<file path="src/hw/rtl/sv39_page_table_walker_unit_assert.svh">
// ----------------------------------------------------------------------------
// Sv39 page table walker assertion macros
// Shared concurrent assertion forms for the walker checks.
// ----------------------------------------------------------------------------
`ifndef SV39_PAGE_TABLE_WALKER_UNIT_ASSERT_SVH
`define SV39_PAGE_TABLE_WALKER_UNIT_ASSERT_SVH

// The consequent must hold in the same cycle as the antecedent.
`define SV39PTW_ASSERT_NOW(label, clk, rst_n, ante, cons) \
    label: assert property (@(posedge clk) disable iff (!rst_n) (ante) |-> (cons)) \
        else $error("sv39 walker same-cycle check failed");

// The consequent must hold in the cycle after the antecedent.
`define SV39PTW_ASSERT_NEXT(label, clk, rst_n, ante, cons) \
    label: assert property (@(posedge clk) disable iff (!rst_n) (ante) |=> (cons)) \
        else $error("sv39 walker next-cycle check failed");

`endif

</file>
<file path="src/hw/rtl/sv39ptw_pkg.sv">
// ----------------------------------------------------------------------------
// Sv39 page table walker package
// Widths, field positions, codes and the controller/datapath interface types.
// ----------------------------------------------------------------------------
package sv39ptw_pkg;

    localparam int DEF_STORE_PAGES   = 16;
    localparam int DEF_VA_LIMIT_BITS = 38;

    localparam int ENTRY_W       = 64;
    localparam int PPN_W         = 44;
    localparam int PA_W          = 56;
    localparam int IDX_W         = 13;
    localparam int VA_W          = 39;
    localparam int OFFSET_W      = 12;
    localparam int SLOT_W        = 9;
    localparam int PAGE_SLOTS    = 512;
    localparam int MAX_MEM_WORDS = 8192;
    localparam int MAX_MEM_PAGES = MAX_MEM_WORDS / PAGE_SLOTS;

    localparam int ENTRY_V_BIT = 0;
    localparam int ENTRY_U_BIT = 4;
    localparam int PPN_LSB     = 10;

    localparam int CFG_ADDR_W = 4;
    localparam int CFG_DATA_W = 64;
    localparam int CFG_SEL_BIT = 3;

    localparam logic REG_ROOT = 1'b0;
    localparam logic REG_BASE = 1'b1;

    localparam logic ACT_WRITE     = 1'b0;
    localparam logic ACT_TRANSLATE = 1'b1;

    localparam logic [1:0] LVL_0 = 2'd0;
    localparam logic [1:0] LVL_1 = 2'd1;
    localparam logic [1:0] LVL_2 = 2'd2;

    typedef struct packed {
        logic       clear;
        logic       wr;
        logic       use_root;
        logic       rd_en;
        logic [1:0] rd_level;
        logic       res_leaf;
        logic       res_fault;
        logic       load_out;
        logic       load_hold;
        logic       from_hold;
    } t_cmd;

    typedef struct packed {
        logic clear_last;
        logic va_ok;
        logic win_ok;
        logic entry_v;
        logic leaf_ok;
        logic out_free;
    } t_status;

endpackage

</file>
<file path="src/hw/rtl/sv39ptw_regs.sv">
// ----------------------------------------------------------------------------
// Sv39 page table walker configuration registers
// APB register file holding the root table page and the store base page.
// ----------------------------------------------------------------------------
module sv39ptw_regs
    import sv39ptw_pkg::*;
(
    input  logic                  i_clk,
    input  logic                  i_rst_n,
    input  logic                  psel,
    input  logic                  penable,
    input  logic                  pwrite,
    input  logic [CFG_ADDR_W-1:0] paddr,
    input  logic [CFG_DATA_W-1:0] pwdata,
    output logic [CFG_DATA_W-1:0] prdata,
    output logic                  pready,
    output logic [PPN_W-1:0]      o_root_page,
    output logic [PPN_W-1:0]      o_base_page
);

    logic [PPN_W-1:0] r_root;
    logic [PPN_W-1:0] r_base;
    logic             wr_en;

    assign pready = 1'b1;
    assign wr_en  = psel && penable && pwrite && pready;

    always_ff @(posedge i_clk) begin
        if (!i_rst_n) begin
            r_root <= '0;
            r_base <= '0;
        end else if (wr_en) begin
            case (paddr[CFG_SEL_BIT])
                REG_ROOT: r_root <= pwdata[PPN_W-1:0];
                REG_BASE: r_base <= pwdata[PPN_W-1:0];
                default: ;
            endcase
        end
    end

    always_comb begin
        case (paddr[CFG_SEL_BIT])
            REG_ROOT: prdata = {{(CFG_DATA_W-PPN_W){1'b0}}, r_root};
            REG_BASE: prdata = {{(CFG_DATA_W-PPN_W){1'b0}}, r_base};
            default:  prdata = '0;
        endcase
    end

    assign o_root_page = r_root;
    assign o_base_page = r_base;

endmodule

</file>
<file path="config.mk">
export PLATFORM = sky130hd
export DESIGN_NAME = sv39ptw_regs
export DESIGN_NICKNAME = d
export VERILOG_FILES = /design/src/hw/rtl/sv39_page_table_walker_unit_assert.svh /design/src/hw/rtl/sv39ptw_pkg.sv /design/src/hw/rtl/sv39ptw_regs.sv
export SDC_FILE = /design/constraint.sdc
export NUM_CORES = 1
export LEC_CHECK = 0
export BUFFER_PORTS_ARGS = -buffer_cell sky130_fd_sc_hd__buf_2
export CORE_MARGIN = 2
export CORE_UTILIZATION = 49
export CTS_BUF_LIST = sky130_fd_sc_hd__clkbuf_2
export DETAILED_ROUTE_END_ITERATION = 8
export PLACE_DENSITY = 0.88
export RECOVER_POWER = 50
export SYNTH_ARGS = -nofsm -noshare
export SYNTH_HDL_FRONTEND = slang
export SYNTH_SLANG_ARGS = --single-unit
</file>
<file path="constraint.sdc">
create_clock -name i_clk -period 1.82 [get_ports i_clk]
set_input_delay 0.182 -clock i_clk [delete_from_list [all_inputs] [get_ports i_clk]]
set_output_delay 0.182 -clock i_clk [all_outputs]
set_load 0.005 [all_outputs]
</file>
== Yosys cells after proc, flatten, opt, wreduce, memory -nomap -nowiden ==
Index checks and enable logic that the tools add are counted.

* Bitwise logic cells: 1
* Reductions and logical operators: 4
* Mux-type cells: 1

{| class="wikitable"
|+ Operators by type and width
! kind !! count
|-
| case mux 64 bit (2 select lines) || 1
|-
| AND reduction 2 bit || 2
|-
| logical AND 1 bit || 2
|-
| NOT 1 bit || 1
|}

* Flip-flop bits (word level): 88
* Bits of input ports: 73
* Output and inout port bits: 153

== Longest topological paths before layout ==
* Depth in word-level cells: 3
* Mapped depth: 5
* Gate-level depth less buffers: 2

== Least setup slack after synthesis ==
Ideal clock, no wire load.

* Path type: input to register
* Start: input paddr[3]
* End: register r_root[0], in the netlist o_root_page[0]
* Data arrival time: 1.008 ns
* Slack: 0.741 ns
* Path buffers: 3
* Stages on the path: 5
* Path through: buf_6 and4b_1 buf_6 buf_8 mux2i_1

* Word-level cells in the longest chain between the ends: 2

{| class="wikitable"
|+ Ends and longest elaborated chain
! item !! line !! text
|-
| from (decl) || sv39ptw_regs.sv:13 || <nowiki>input logic [CFG_ADDR_W-1:0] paddr,</nowiki>
|-
| NOT 1 bit || -- ||
|-
| AND reduction 2 bit (no line) || -- ||
|-
| to (signal assigned) || sv39ptw_regs.sv:34 || <nowiki>REG_ROOT: r_root <= pwdata[PPN_W-1:0];</nowiki>
|-
| to (decl) || sv39ptw_regs.sv:21 || <nowiki>logic [PPN_W-1:0] r_root;</nowiki>
|}

No other way between the ends.
A chain may end at the register's enable or synchronous reset.

== Worst setup path after layout ==
* Start: input paddr[3]
* End: output prdata[19]

* Word-level cells in the longest chain between the ends: 2

{| class="wikitable"
|+ Ends and longest elaborated chain
! item !! line !! text
|-
| NOT 1 bit || -- ||
|-
| case mux 64 bit (2 select lines) * || sv39ptw_regs.sv:42 || <nowiki>case (paddr[CFG_SEL_BIT])</nowiki>
|-
| to (decl) || sv39ptw_regs.sv:15 || <nowiki>output logic [CFG_DATA_W-1:0] prdata,</nowiki>
|}

Every way passes the cells marked *; elsewhere a longest branch is shown, timed or not. The select of a mux whose other input is x is not followed.

==> reports/summary.md <==
The detailed router finished its first iteration with 109 violations. Final worst slack: 0.335 ns. The logs give 0.717 for the weighted congestion reported at the end of routability-driven placement and 1.30 ns for the data arrival time at the worst-slack endpoint. In the synthesized netlist the async set-or-reset flop fraction comes to 0%.

Synthesis inferred 88 register bits. The tools report the worst min-delay path endpoint as o_root_page[12]. The tools report the number of antenna violations at the first check in global routing as 0. Walking the worst path, the cells encountered are buf_2, buf_12, mux2_2, buf_2. The first global-routing pass estimated 16100 µm of wire. Ranked by total cell area, the synthesized netlist is headed by dfxtp_1, mux2i_1, nand2_1.

The count of buffering cells on the critical path with inverters included was 3; the clock tree buffer depth was 2. The worst path in the final design needs a cycle of 1.49 ns, including I/O delays and setup. The flow ran to the end, and the final reports show no timing, DRC or antenna violations.

The cell with the largest stage delay on the worst path is buf_2. Ratio of cells with drive above 1 in the final layout: 37.9%. In this run the vertical extent of the chip is 94.5 µm.

The number of levels the H-tree was split into came out at 3. Once placement finished, the instance area stood at 4900 µm². Across every metal layer, demand over resource in global routing totals 23.0%.

The insertion delay of the later-clocked pin in the worst-skew pair is 0.49 ns, and the warning count from the yosys run is 0. nand2_1 is the most common cell in the netlist. For the worst setup path, the data required time is 1.64 ns.

The synthesized design devotes to its leading area cell type 43.9% of total area. Measured along the x axis, the die boundary spans 94.5 µm. The average instance in the mapped netlist occupies 9.86 µm². The static power due to leakage was 2.90 nW; the net count of the finished layout was 691. The via count of the first global-routing pass came out at 3492. The run gives 49.6% as the effective utilization at floorplan. The number of vias per cell was 4.92. The detail-routed net length per standard cell came out at 14.3 µm.

Once the clock tree was built, the resizer swapped 0 gates to a different size. The clock net sink count is 88. Row generation in the floorplan step produced 33 rows. For the pin with the worst max-slew slack, the measured transition is 1.28 ns. The worst min-delay path category was primary input to flop.

The logs give 621 for the filler cell count in the final layout and 9 for the number of buffers added by the clock tree synthesis step. The power density normalized to cell area works out to 651 nW/µm². The region available for standard cell placement spans 8090 µm². The run gives 0 as the number of maximum-capacitance constraint violations.

For the worst-case vdd ir drop, the log shows 0.000408 V. The run gives 0 as the count of pins over their slew limit. The tools report the aggregate routed wire length as 10400 µm. The gate family responsible for the most delay along the worst path is buffers and inverters. Headroom to the max-slew limit came out at 14.8%. In this run the cell area of the synthesized design comes to 4010 µm².

The logs give 0 for the count of endpoints failing hold in the final timing report and 3575 for the routed via count. The synthesized design contains 0 enable-type register cells. The worst setup path is of the primary input to primary output kind. The kind of start point of the critical path was a primary input. The run gives 0 as the final setup violation count. The sequential area share after synthesis was 43.9%. The number of nets with antenna violations after routing was 0.

TritonCTS built the clock tree. In this design, the critical path's most frequently occurring cell is buf_2. For this run, the slowest stage of the critical path takes 0.39 ns.

Synthesis produced a netlist whose cell count is 407. The count of buffers added on input and output ports is 181. 226 I/O pins were placed.

The highest net fanout along the worst path came out at 17. The critical register-to-register path endpoint is o_base_page[8]. The number of cells on the worst reg-to-reg path is 2.

After routing the design area is 5420 µm². Full die area: 8930 µm². Minimum setup slack after placement: 0.335 ns.

The clock-pin slew reported for the worst setup and hold paths after clock tree synthesis was 0.22 ns. Setup repair after global routing left no endpoint under its margin. Summed over all failing endpoints, the final setup total negative slack is 0 ns.

The repair_antennas step left the layout with diodes totalling 0. STA classifies the critical path endpoint as a primary output. The maximum number of pins on one net before global-route repair is 52. For the total half-perimeter wirelength after legalization and detailed placement, the log shows 6690 µm. In this run the most critical hold path is launched from i_rst_n. The largest total area in the synthesized netlist belongs to dfxtp_1.

The tools report the root buffer selected by CTS as clkbuf_2. The predominant post-synthesis flop cell is dfxtp_1. Across the routed clock network, the largest skew measured is 0 ns. Aggregate global routing overflow: 0. Counting instances in the post-synthesis netlist gives the leading cell types as nand2_1, dfxtp_1, mux2i_1. The cell count of the worst hold path works out to 3. The highest attainable clock frequency is 673 MHz, and the detailed-router iteration count before antenna repair is 4. After layout, the worst path uses 81.6% of the clock period. After synthesis, the netlist uses 12 different library cells. For this run, design rule violations remaining after detail routing come to 0. Compared with the post-synthesis result, the final layout area differs by 35.0%. In this run the register-to-register setup slack is 1.11 ns.

The start of the worst register-to-register path was o_base_page[8].
stage by stage:
stage	hold WS (ns)	power (mW)	instances	utilization [%]
3_3_place_gp	0.449	2.40	668	60.5
2_1_floorplan	0.344	2.29	426	-
3_5_place_dp	0.462	2.42	668	60.5
4_1_cts	0.0591	3.56	727	67.5
5_1_grt	0.0559	3.69	727	66.9
6_report	0.117	3.53	727	66.9
per-layer routing:
metal,up-vias,share of wire [%],track usage [%]
li1,1725,-,-
met1,1674,40,24.5
met2,153,52,43.2
met3,23,5.4,4.79
met4,0,2.5,10.6
met5,-,0,0
state kept, by name, summed over array words and instances, names as in the netlist:
name	count
o_base_page	44
o_root_page	44
repair_timing:
item / CTS / global route
hold buffers: 44 / 0
buffers inserted: 0 / 0
hold endpoints to repair: 88 / 0
logic make-up (layout without fill, tap and decap cells):
group	after synthesis	count (layout)	synth area share, %
buffers and inverters	51	247	8.86
other	2	21	0.187
multiplexers	132	132	34.3
AND/OR/NAND/NOR	134	134	12.8
flip-flops	88	88	43.9
layout make-up:
type | instances | area [µm²] | area share, %
multi-input cells | 287 | 1970 | 36.3
well taps | 105 | 131 | 2.42
flip-flops and latches | 88 | 1760 | 32.5
clock buffers | 11 | 55.1 | 1.02
repair buffers | 232 | 1430 | 26.4
clock inverters | 4 | 70.1 | 1.29
cells in the final DEF, fill, tap and decap left out:
master	netlist	layout
clkbuf_2	0	12
buf_2	8	169
dfxtp_1	88	88
dlygate4sd3_1	0	44
bufinv_16	0	2
nand2_1	132	132
buf_12	0	4
clkbuf_4	0	1
mux2_2	44	44
and4b_2	0	1
conb_1	2	21
clkbuf_1	12	12
nand4_1	1	1
clkinv_2	0	2
mux2i_1	88	88
buf_4	25	1
worst reg2reg max path, stage by stage (launching register included):
cell	delay [ns]
dfxtp_1	0.41
nand2_1	0.06
mux2i_1	0.17
where the power goes:
group	internal [mW]	leakage [nW]	switching, mW
clock	0.455	0.0818	0.615
sequential	1.97	0.712	0.0316
combinational	0.240	2.10	0.212
worst max-delay path by stage:
| stage | start | endpoint | slack (ns) | cells past startpoint |
|---|---|---|---|---|
| finish | paddr[3] | prdata[19] | 0.33 | 4 |
| floorplan | paddr[3] | o_root_page[0] | 0.74 | 5 |
| global placement | paddr[3] | prdata[9] | 0.38 | 4 |
| detailed placement | paddr[3] | o_root_page[15] | 0.34 | 4 |
| global route | o_root_page[15] | prdata[15] | 0.22 | 2 |
| CTS | o_base_page[26] | prdata[26] | 0.29 | 2 |
(Power assumes the default switching activity.)
