==> config.mk <==
export PLATFORM = sky130hd
export DESIGN_NAME = sv39ptw_ctrl
export DESIGN_NICKNAME = d
export VERILOG_FILES = /design/src/hw/rtl/sv39_page_table_walker_unit_assert.svh /design/src/hw/rtl/sv39ptw_pkg.sv /design/src/hw/rtl/sv39ptw_ctrl.sv
export SDC_FILE = /design/constraint.sdc
export NUM_CORES = 1
export LEC_CHECK = 0
export BUFFER_PORTS_ARGS = -buffer_cell sky130_fd_sc_hd__buf_4
export CAP_MARGIN = 5
export CORE_MARGIN = 1.5
export CORE_UTILIZATION = 30
export DETAILED_ROUTE_END_ITERATION = 6
export PLACE_DENSITY = 0.55
export SYNTH_ARGS = -nofsm -noshare
export SYNTH_HDL_FRONTEND = slang
export SYNTH_SLANG_ARGS = --single-unit
==> constraint.sdc <==
create_clock -name i_clk -period 1.9 [get_ports i_clk]
set_input_delay 0.285 -clock i_clk [delete_from_list [all_inputs] [get_ports i_clk]]
set_output_delay 0.285 -clock i_clk [all_outputs]
set_load 0.05 [all_outputs]
==> src/hw/rtl/sv39_page_table_walker_unit_assert.svh <==
// ----------------------------------------------------------------------------
// Sv39 page table walker assertion macros
// Shared concurrent assertion forms for the walker checks.
// ----------------------------------------------------------------------------
`ifndef SV39_PAGE_TABLE_WALKER_UNIT_ASSERT_SVH
`define SV39_PAGE_TABLE_WALKER_UNIT_ASSERT_SVH

// The consequent must hold in the same cycle as the antecedent.
`define SV39PTW_ASSERT_NOW(label, clk, rst_n, ante, cons) \
    label: assert property (@(posedge clk) disable iff (!rst_n) (ante) |-> (cons)) \
        else $error("sv39 walker same-cycle check failed");

// The consequent must hold in the cycle after the antecedent.
`define SV39PTW_ASSERT_NEXT(label, clk, rst_n, ante, cons) \
    label: assert property (@(posedge clk) disable iff (!rst_n) (ante) |=> (cons)) \
        else $error("sv39 walker next-cycle check failed");

`endif

==> src/hw/rtl/sv39ptw_pkg.sv <==
// ----------------------------------------------------------------------------
// Sv39 page table walker package
// Widths, field positions, codes and the controller/datapath interface types.
// ----------------------------------------------------------------------------
package sv39ptw_pkg;

    localparam int DEF_STORE_PAGES   = 16;
    localparam int DEF_VA_LIMIT_BITS = 38;

    localparam int ENTRY_W       = 64;
    localparam int PPN_W         = 44;
    localparam int PA_W          = 56;
    localparam int IDX_W         = 13;
    localparam int VA_W          = 39;
    localparam int OFFSET_W      = 12;
    localparam int SLOT_W        = 9;
    localparam int PAGE_SLOTS    = 512;
    localparam int MAX_MEM_WORDS = 8192;
    localparam int MAX_MEM_PAGES = MAX_MEM_WORDS / PAGE_SLOTS;

    localparam int ENTRY_V_BIT = 0;
    localparam int ENTRY_U_BIT = 4;
    localparam int PPN_LSB     = 10;

    localparam int CFG_ADDR_W = 4;
    localparam int CFG_DATA_W = 64;
    localparam int CFG_SEL_BIT = 3;

    localparam logic REG_ROOT = 1'b0;
    localparam logic REG_BASE = 1'b1;

    localparam logic ACT_WRITE     = 1'b0;
    localparam logic ACT_TRANSLATE = 1'b1;

    localparam logic [1:0] LVL_0 = 2'd0;
    localparam logic [1:0] LVL_1 = 2'd1;
    localparam logic [1:0] LVL_2 = 2'd2;

    typedef struct packed {
        logic       clear;
        logic       wr;
        logic       use_root;
        logic       rd_en;
        logic [1:0] rd_level;
        logic       res_leaf;
        logic       res_fault;
        logic       load_out;
        logic       load_hold;
        logic       from_hold;
    } t_cmd;

    typedef struct packed {
        logic clear_last;
        logic va_ok;
        logic win_ok;
        logic entry_v;
        logic leaf_ok;
        logic out_free;
    } t_status;

endpackage

==> src/hw/rtl/sv39ptw_ctrl.sv <==
// ----------------------------------------------------------------------------
// Sv39 page table walker controller
// State machine sequencing the store clear, entry writes and the table walk.
// ----------------------------------------------------------------------------
module sv39ptw_ctrl
    import sv39ptw_pkg::*;
(
    input  logic    i_clk,
    input  logic    i_rst_n,
    input  logic    i_valid,
    input  logic    i_action,
    input  t_status i_st,
    output logic    o_ready,
    output t_cmd    o_cmd
);

    typedef enum logic [5:0] {
        S_CLEAR = 6'b000001,
        S_IDLE  = 6'b000010,
        S_WALK2 = 6'b000100,
        S_WALK1 = 6'b001000,
        S_WALK0 = 6'b010000,
        S_HOLD  = 6'b100000
    } t_state;

    t_state r_state;
    t_state n_state;
    logic   fin;
    logic   fin_fault;
    logic   fin_leaf;

    always_ff @(posedge i_clk) begin
        if (!i_rst_n) begin
            r_state <= S_CLEAR;
        end else begin
            r_state <= n_state;
        end
    end

    always_comb begin
        n_state   = r_state;
        o_cmd     = '0;
        o_ready   = 1'b0;
        fin       = 1'b0;
        fin_fault = 1'b0;
        fin_leaf  = 1'b0;
        case (r_state)
            S_CLEAR: begin
                o_cmd.clear = 1'b1;
                if (i_st.clear_last) begin
                    n_state = S_IDLE;
                end
            end
            S_IDLE: begin
                o_ready = 1'b1;
                if (i_valid) begin
                    if (i_action == ACT_WRITE) begin
                        o_cmd.wr = 1'b1;
                        fin      = 1'b1;
                    end else begin
                        o_cmd.use_root = 1'b1;
                        o_cmd.rd_level = LVL_2;
                        if (i_st.va_ok && i_st.win_ok) begin
                            o_cmd.rd_en = 1'b1;
                            n_state     = S_WALK2;
                        end else begin
                            fin       = 1'b1;
                            fin_fault = 1'b1;
                        end
                    end
                end
            end
            S_WALK2: begin
                o_cmd.rd_level = LVL_1;
                if (i_st.entry_v && i_st.win_ok) begin
                    o_cmd.rd_en = 1'b1;
                    n_state     = S_WALK1;
                end else begin
                    fin       = 1'b1;
                    fin_fault = 1'b1;
                end
            end
            S_WALK1: begin
                o_cmd.rd_level = LVL_0;
                if (i_st.entry_v && i_st.win_ok) begin
                    o_cmd.rd_en = 1'b1;
                    n_state     = S_WALK0;
                end else begin
                    fin       = 1'b1;
                    fin_fault = 1'b1;
                end
            end
            S_WALK0: begin
                fin = 1'b1;
                if (i_st.leaf_ok) begin
                    fin_leaf = 1'b1;
                end else begin
                    fin_fault = 1'b1;
                end
            end
            S_HOLD: begin
                if (i_st.out_free) begin
                    o_cmd.load_out  = 1'b1;
                    o_cmd.from_hold = 1'b1;
                    n_state         = S_IDLE;
                end
            end
            default: begin
                n_state = S_CLEAR;
            end
        endcase

        if (fin) begin
            o_cmd.res_fault = fin_fault;
            o_cmd.res_leaf  = fin_leaf;
            if (i_st.out_free) begin
                o_cmd.load_out = 1'b1;
                n_state        = S_IDLE;
            end else begin
                o_cmd.load_hold = 1'b1;
                n_state         = S_HOLD;
            end
        end
    end

endmodule

# Word-level counts from Yosys, hierarchy flattened
# Cells that the tools add are included.
# totals
register_bits	6
in_bits	10
output_inout_bits	12
# classes
eq_ne	14
muxes	35
reduce_logical	4
# op_table
cell	count
$mux 6	9
$pmux 6 s6	1
$ne 3x3->1 const B	7
$mux 1	18
$pmux 3 s3	1
$mux 4	2
$reduce_and 8->1	1
$eq 6x1->1 const B	1
$eq 6x2->1 const B	1
$eq 6x3->1 const B	1
$eq 6x4->1 const B	1
$eq 6x5->1 const B	1
$eq 6x6->1 const B	1
$pmux 1 s3	2
$mux 5	1
$logic_and 1x1->1	2
$mux 2	1
$ne 2x2->1 const B	1
$reduce_or 2->1	1

# Longest topological paths before layout
# depth
depth_word	7
mapped_depth	5
mapped_depth_nobuf	5

# Worst setup path after synthesis
# OpenSTA, ideal clock, no wires.
# synth_path
kind	flip-flop to output port
from	reg r_state[3]
to	out o_cmd[2] (netlist name)
t_arrival_ns	1.885
path_slack_ns	-0.270
path_stages_with_launch	5
path_buffers	0
cell_sequence	dfxtp_1 -> nor4_4 -> nand2_1 -> o211a_1 -> a21oi_1
# synth_rtl
element	line	source
start, declared	sv39ptw_ctrl.sv:26	t_state r_state;
start signal, assigned	sv39ptw_ctrl.sv:36	r_state <= n_state;
end, declared	sv39ptw_ctrl.sv:14	output t_cmd o_cmd

==> run_results.csv <==
group,metric,value,unit
run_status,status,"finished, violations left",
run_status,violations,"negative setup slack",
layout,multi_input_area,365,sq um
timing,setup_slack,-0.0194,ns
power_and_ir_drop,power,0.701,mW
timing,post-route-period-util,101,%
logic_synthesis,ys_ff_latch,6,
global_route,grt_pass1_vias,502,
setup_path,critPathKind,"reg2out",
clocking,clockBufferDepth,2,
power_and_ir_drop,clkPwrFrac,16.1,%
layout,layout.nets,105,
clocking,root_buffer,"clkbuf_4",
global_route,grt_pass1_wl,2010,microns
placement,dp_hpwl,1030,microns
clocking,cts_hold_buf,0,
logic_synthesis,ys_seq_area_share,25.6,%
routing,routed_wl,1340,microns
die,pin_count,22,
layout,final_cell_mix,"28 x buf_4, 7 x nor2_1, 6 x nand2_1, 4 x and3_1, 4 x nand3_1",
setup_path,worstPathCellList,"buf_4 -> nor4b_4 -> nand2_1 -> o211a_1 -> a21oi_2 -> buf_6",
logic_synthesis,synth-edff-count,0,
power_and_ir_drop,p_leak,0.373,nW
routing,via_per_inst,5.28,
die,die-area,1810,sq um
setup_path,critPathLaunchType,"register",
layout,diodes,0,
logic_synthesis,async_reset_ff_share,0,%
routing,wl_per_cell,12.3,microns
layout,area_delta_synth_final,68.3,%
setup_path,worstReg2RegStart,"r_state[5]$_SDFFE_PN0P_",
power_and_ir_drop,p_comb_share,57.3,%
routing,drc_errors,0,
die,die_h,42.5,microns
power_and_ir_drop,switching_power,0.309,mW
layout,top_register,"r_state",
logic_synthesis,synth_area,469,sq um
min_path,hp-start,"i_rst_n",
layout,seq_area,130,sq um
clocking,cts_inserted_buffers,3,
clocking,htree_levels,1,
power_and_ir_drop,power_frac_seq,26.6,%
timing,finClkSkew,0.00507,ns
layout,final_layout_size_suffix_gt1_share,52.7,%
setup_path,required,1.62,ns
global_route,grtUsageTotal,14.2,%
global_route,antenna_found_initial,0,
setup_path,slowest_stage,"dfxtp_4",
global_route,overflow,0,
routing,final_antenna_net_count,0,
setup_path,crit_fanout,5,
setup_path,max_stage_delay,0.34,ns
timing,maxSlewViolCount,0,
layout,final_common_cell,"buf_4",
power_and_ir_drop,internal-power,0.392,mW
layout,fin_util,53.0,%
clocking,clk_latency,0.24,ns
timing,finalCriticalPeriod,1.92,ns
power_and_ir_drop,vdd_drop_max,0.480,mV
die,initial_utilization,31.5,%
routing,drt-pass1-iter-count,4,
logic_synthesis,yosys_most_used_dff,"dfxtp_1",
setup_path,critPathLaunch,"r_state[5]$_SDFFE_PN0P_",
layout,largest_reg_flops,6,
placement,place_inst,99,
timing,rsz0062_at_grt,"true",
setup_path,end_kind,"primary output",
logic_synthesis,synth_cells,60,
clocking,clkSinkCount,6,
logic_synthesis,syn_avg_cell_area,7.82,sq um
timing,final-hold-violation-count,0,
logic_synthesis,synth_nets,70,
global_route,grt_max_degree,8,
timing,fmax,0.521,GHz
layout,top_regs,"r_state x6",
timing,worst_pin_slew,0.315,ns
die,core-area,1490,sq um
routing,drtIter0Drc,11,
die,fp-row-count,14,
routing,via_count,575,
timing,finalSetupViolations,1,
min_path,min_path_type,"in2reg",
timing,maxSlewHeadroom,79.0,%
power_and_ir_drop,p_per_area,888,nW/um^2
clocking,cts_tree,"yes",
clocking,clk_pin_slew,0.05,ns
layout,nFillCells,154,
job,maxCapViolations,0,
power_and_ir_drop,sw_frac_of_total,44.1,%
logic_synthesis,ys_warn_count,0,
placement,gp_congestion,0.744,
setup_path,cp.arrival,1.63,ns
placement,io_buffers,21,
die,fp.dieW,42.5,microns
layout,final_cells,109,
logic_synthesis,synth_cell_types,27,
power by group through the flow:
stage	sequential [mW]	clock [mW]	combinational, mW
after CTS	0.184	0.118	0.388
after global routing	0.190	0.125	0.429
after detailed placement	0.187	0	0.369
after floorplan	0.176	0	0.275
after global placement	0.188	0	0.373
final	0.186	0.113	0.402
through the flow:
step	instance area, sq um	setup WS [ns]	TNS [ns]	hold WS [ns]
floorplan	485	0.0139	0	0.374
global placement	678	0.195	0	0.513
detailed placement	678	0.164	0	0.513
CTS	741	-0.0261	-0.0417	0.265
global route	790	-0.109	-0.226	0.279
finish	790	-0.0194	-0.0194	0.270
metal layers:
metal  track usage, %  vias to the layer above  routed length (microns)
li1                 -                      291                        -
met1             18.3                      274                      584
met2             24.0                       10                      708
met3             2.59                        0                       48
met4             3.75                        0                        0
met5                0                        -                        0
timing repair:
action,4_1_cts,5_1_grt
endpoints found under the setup margin,2,6
buffers inserted,4,3
hold endpoints to repair,0,0
cloned,0,0
resized for setup,4,8
pin swaps,5,5
critical path, delay by kind of cell, from the launching register on:
kind / cells / cell delay (ns)
AND/OR/NAND/NOR: 2 / 0.37
flip-flops: 1 / 0.34
buffers and inverters: 2 / 0.32
AO/OA/AOI/OAI: 2 / 0.36
kinds of logic (layout without fill, tap and decap cells):
family	Yosys count	count (layout)	synth area share, %
simple gates	39	39	49.6
compound gates	9	9	15.5
flops	6	6	25.6
buf+inv	3	36	3.20
mux	2	2	4.27
xor+xnor	1	1	1.87
synthesized netlist by cell type, drive strengths merged, types with 2 or more instances:
| master | n | area share, % |
|---|---|---|
| nand4 | 3 | 4.0 |
| and3b | 3 | 6.1 |
| nor3 | 2 | 2.1 |
| and3 | 6 | 8.3 |
| nand3 | 4 | 4.3 |
| dfxtp | 6 | 26 |
| o211ai | 2 | 3.2 |
| nor2 | 9 | 7.2 |
| mux2i | 2 | 4.3 |
| inv | 2 | 1.6 |
| nand2 | 7 | 5.6 |
final timing paths:
path | slack (ns) | endpoint | cells past startpoint
worst max-delay path | -0.02 | o_cmd[2] | 6
worst min-delay path | 0.27 | r_state[0]$_SDFFE_PN1P_ | 2
worst max register to register | 0.24 | r_state[1]$_SDFFE_PN0P_ | 8
worst min register to register | 0.52 | r_state[4]$_SDFFE_PN0P_ | 2
cell type report:
type                            instances  share of cell area [%]
Multi-Input combinational cell         51                    46.3
Timing Repair Buffer                   31                    30.9
Sequential cell                         6                    16.5
Clock buffer                            3                    2.85
Tap cell                               16                    2.54
Inverter                                2                   0.951
Note: power is estimated with default switching activity, not from simulation.
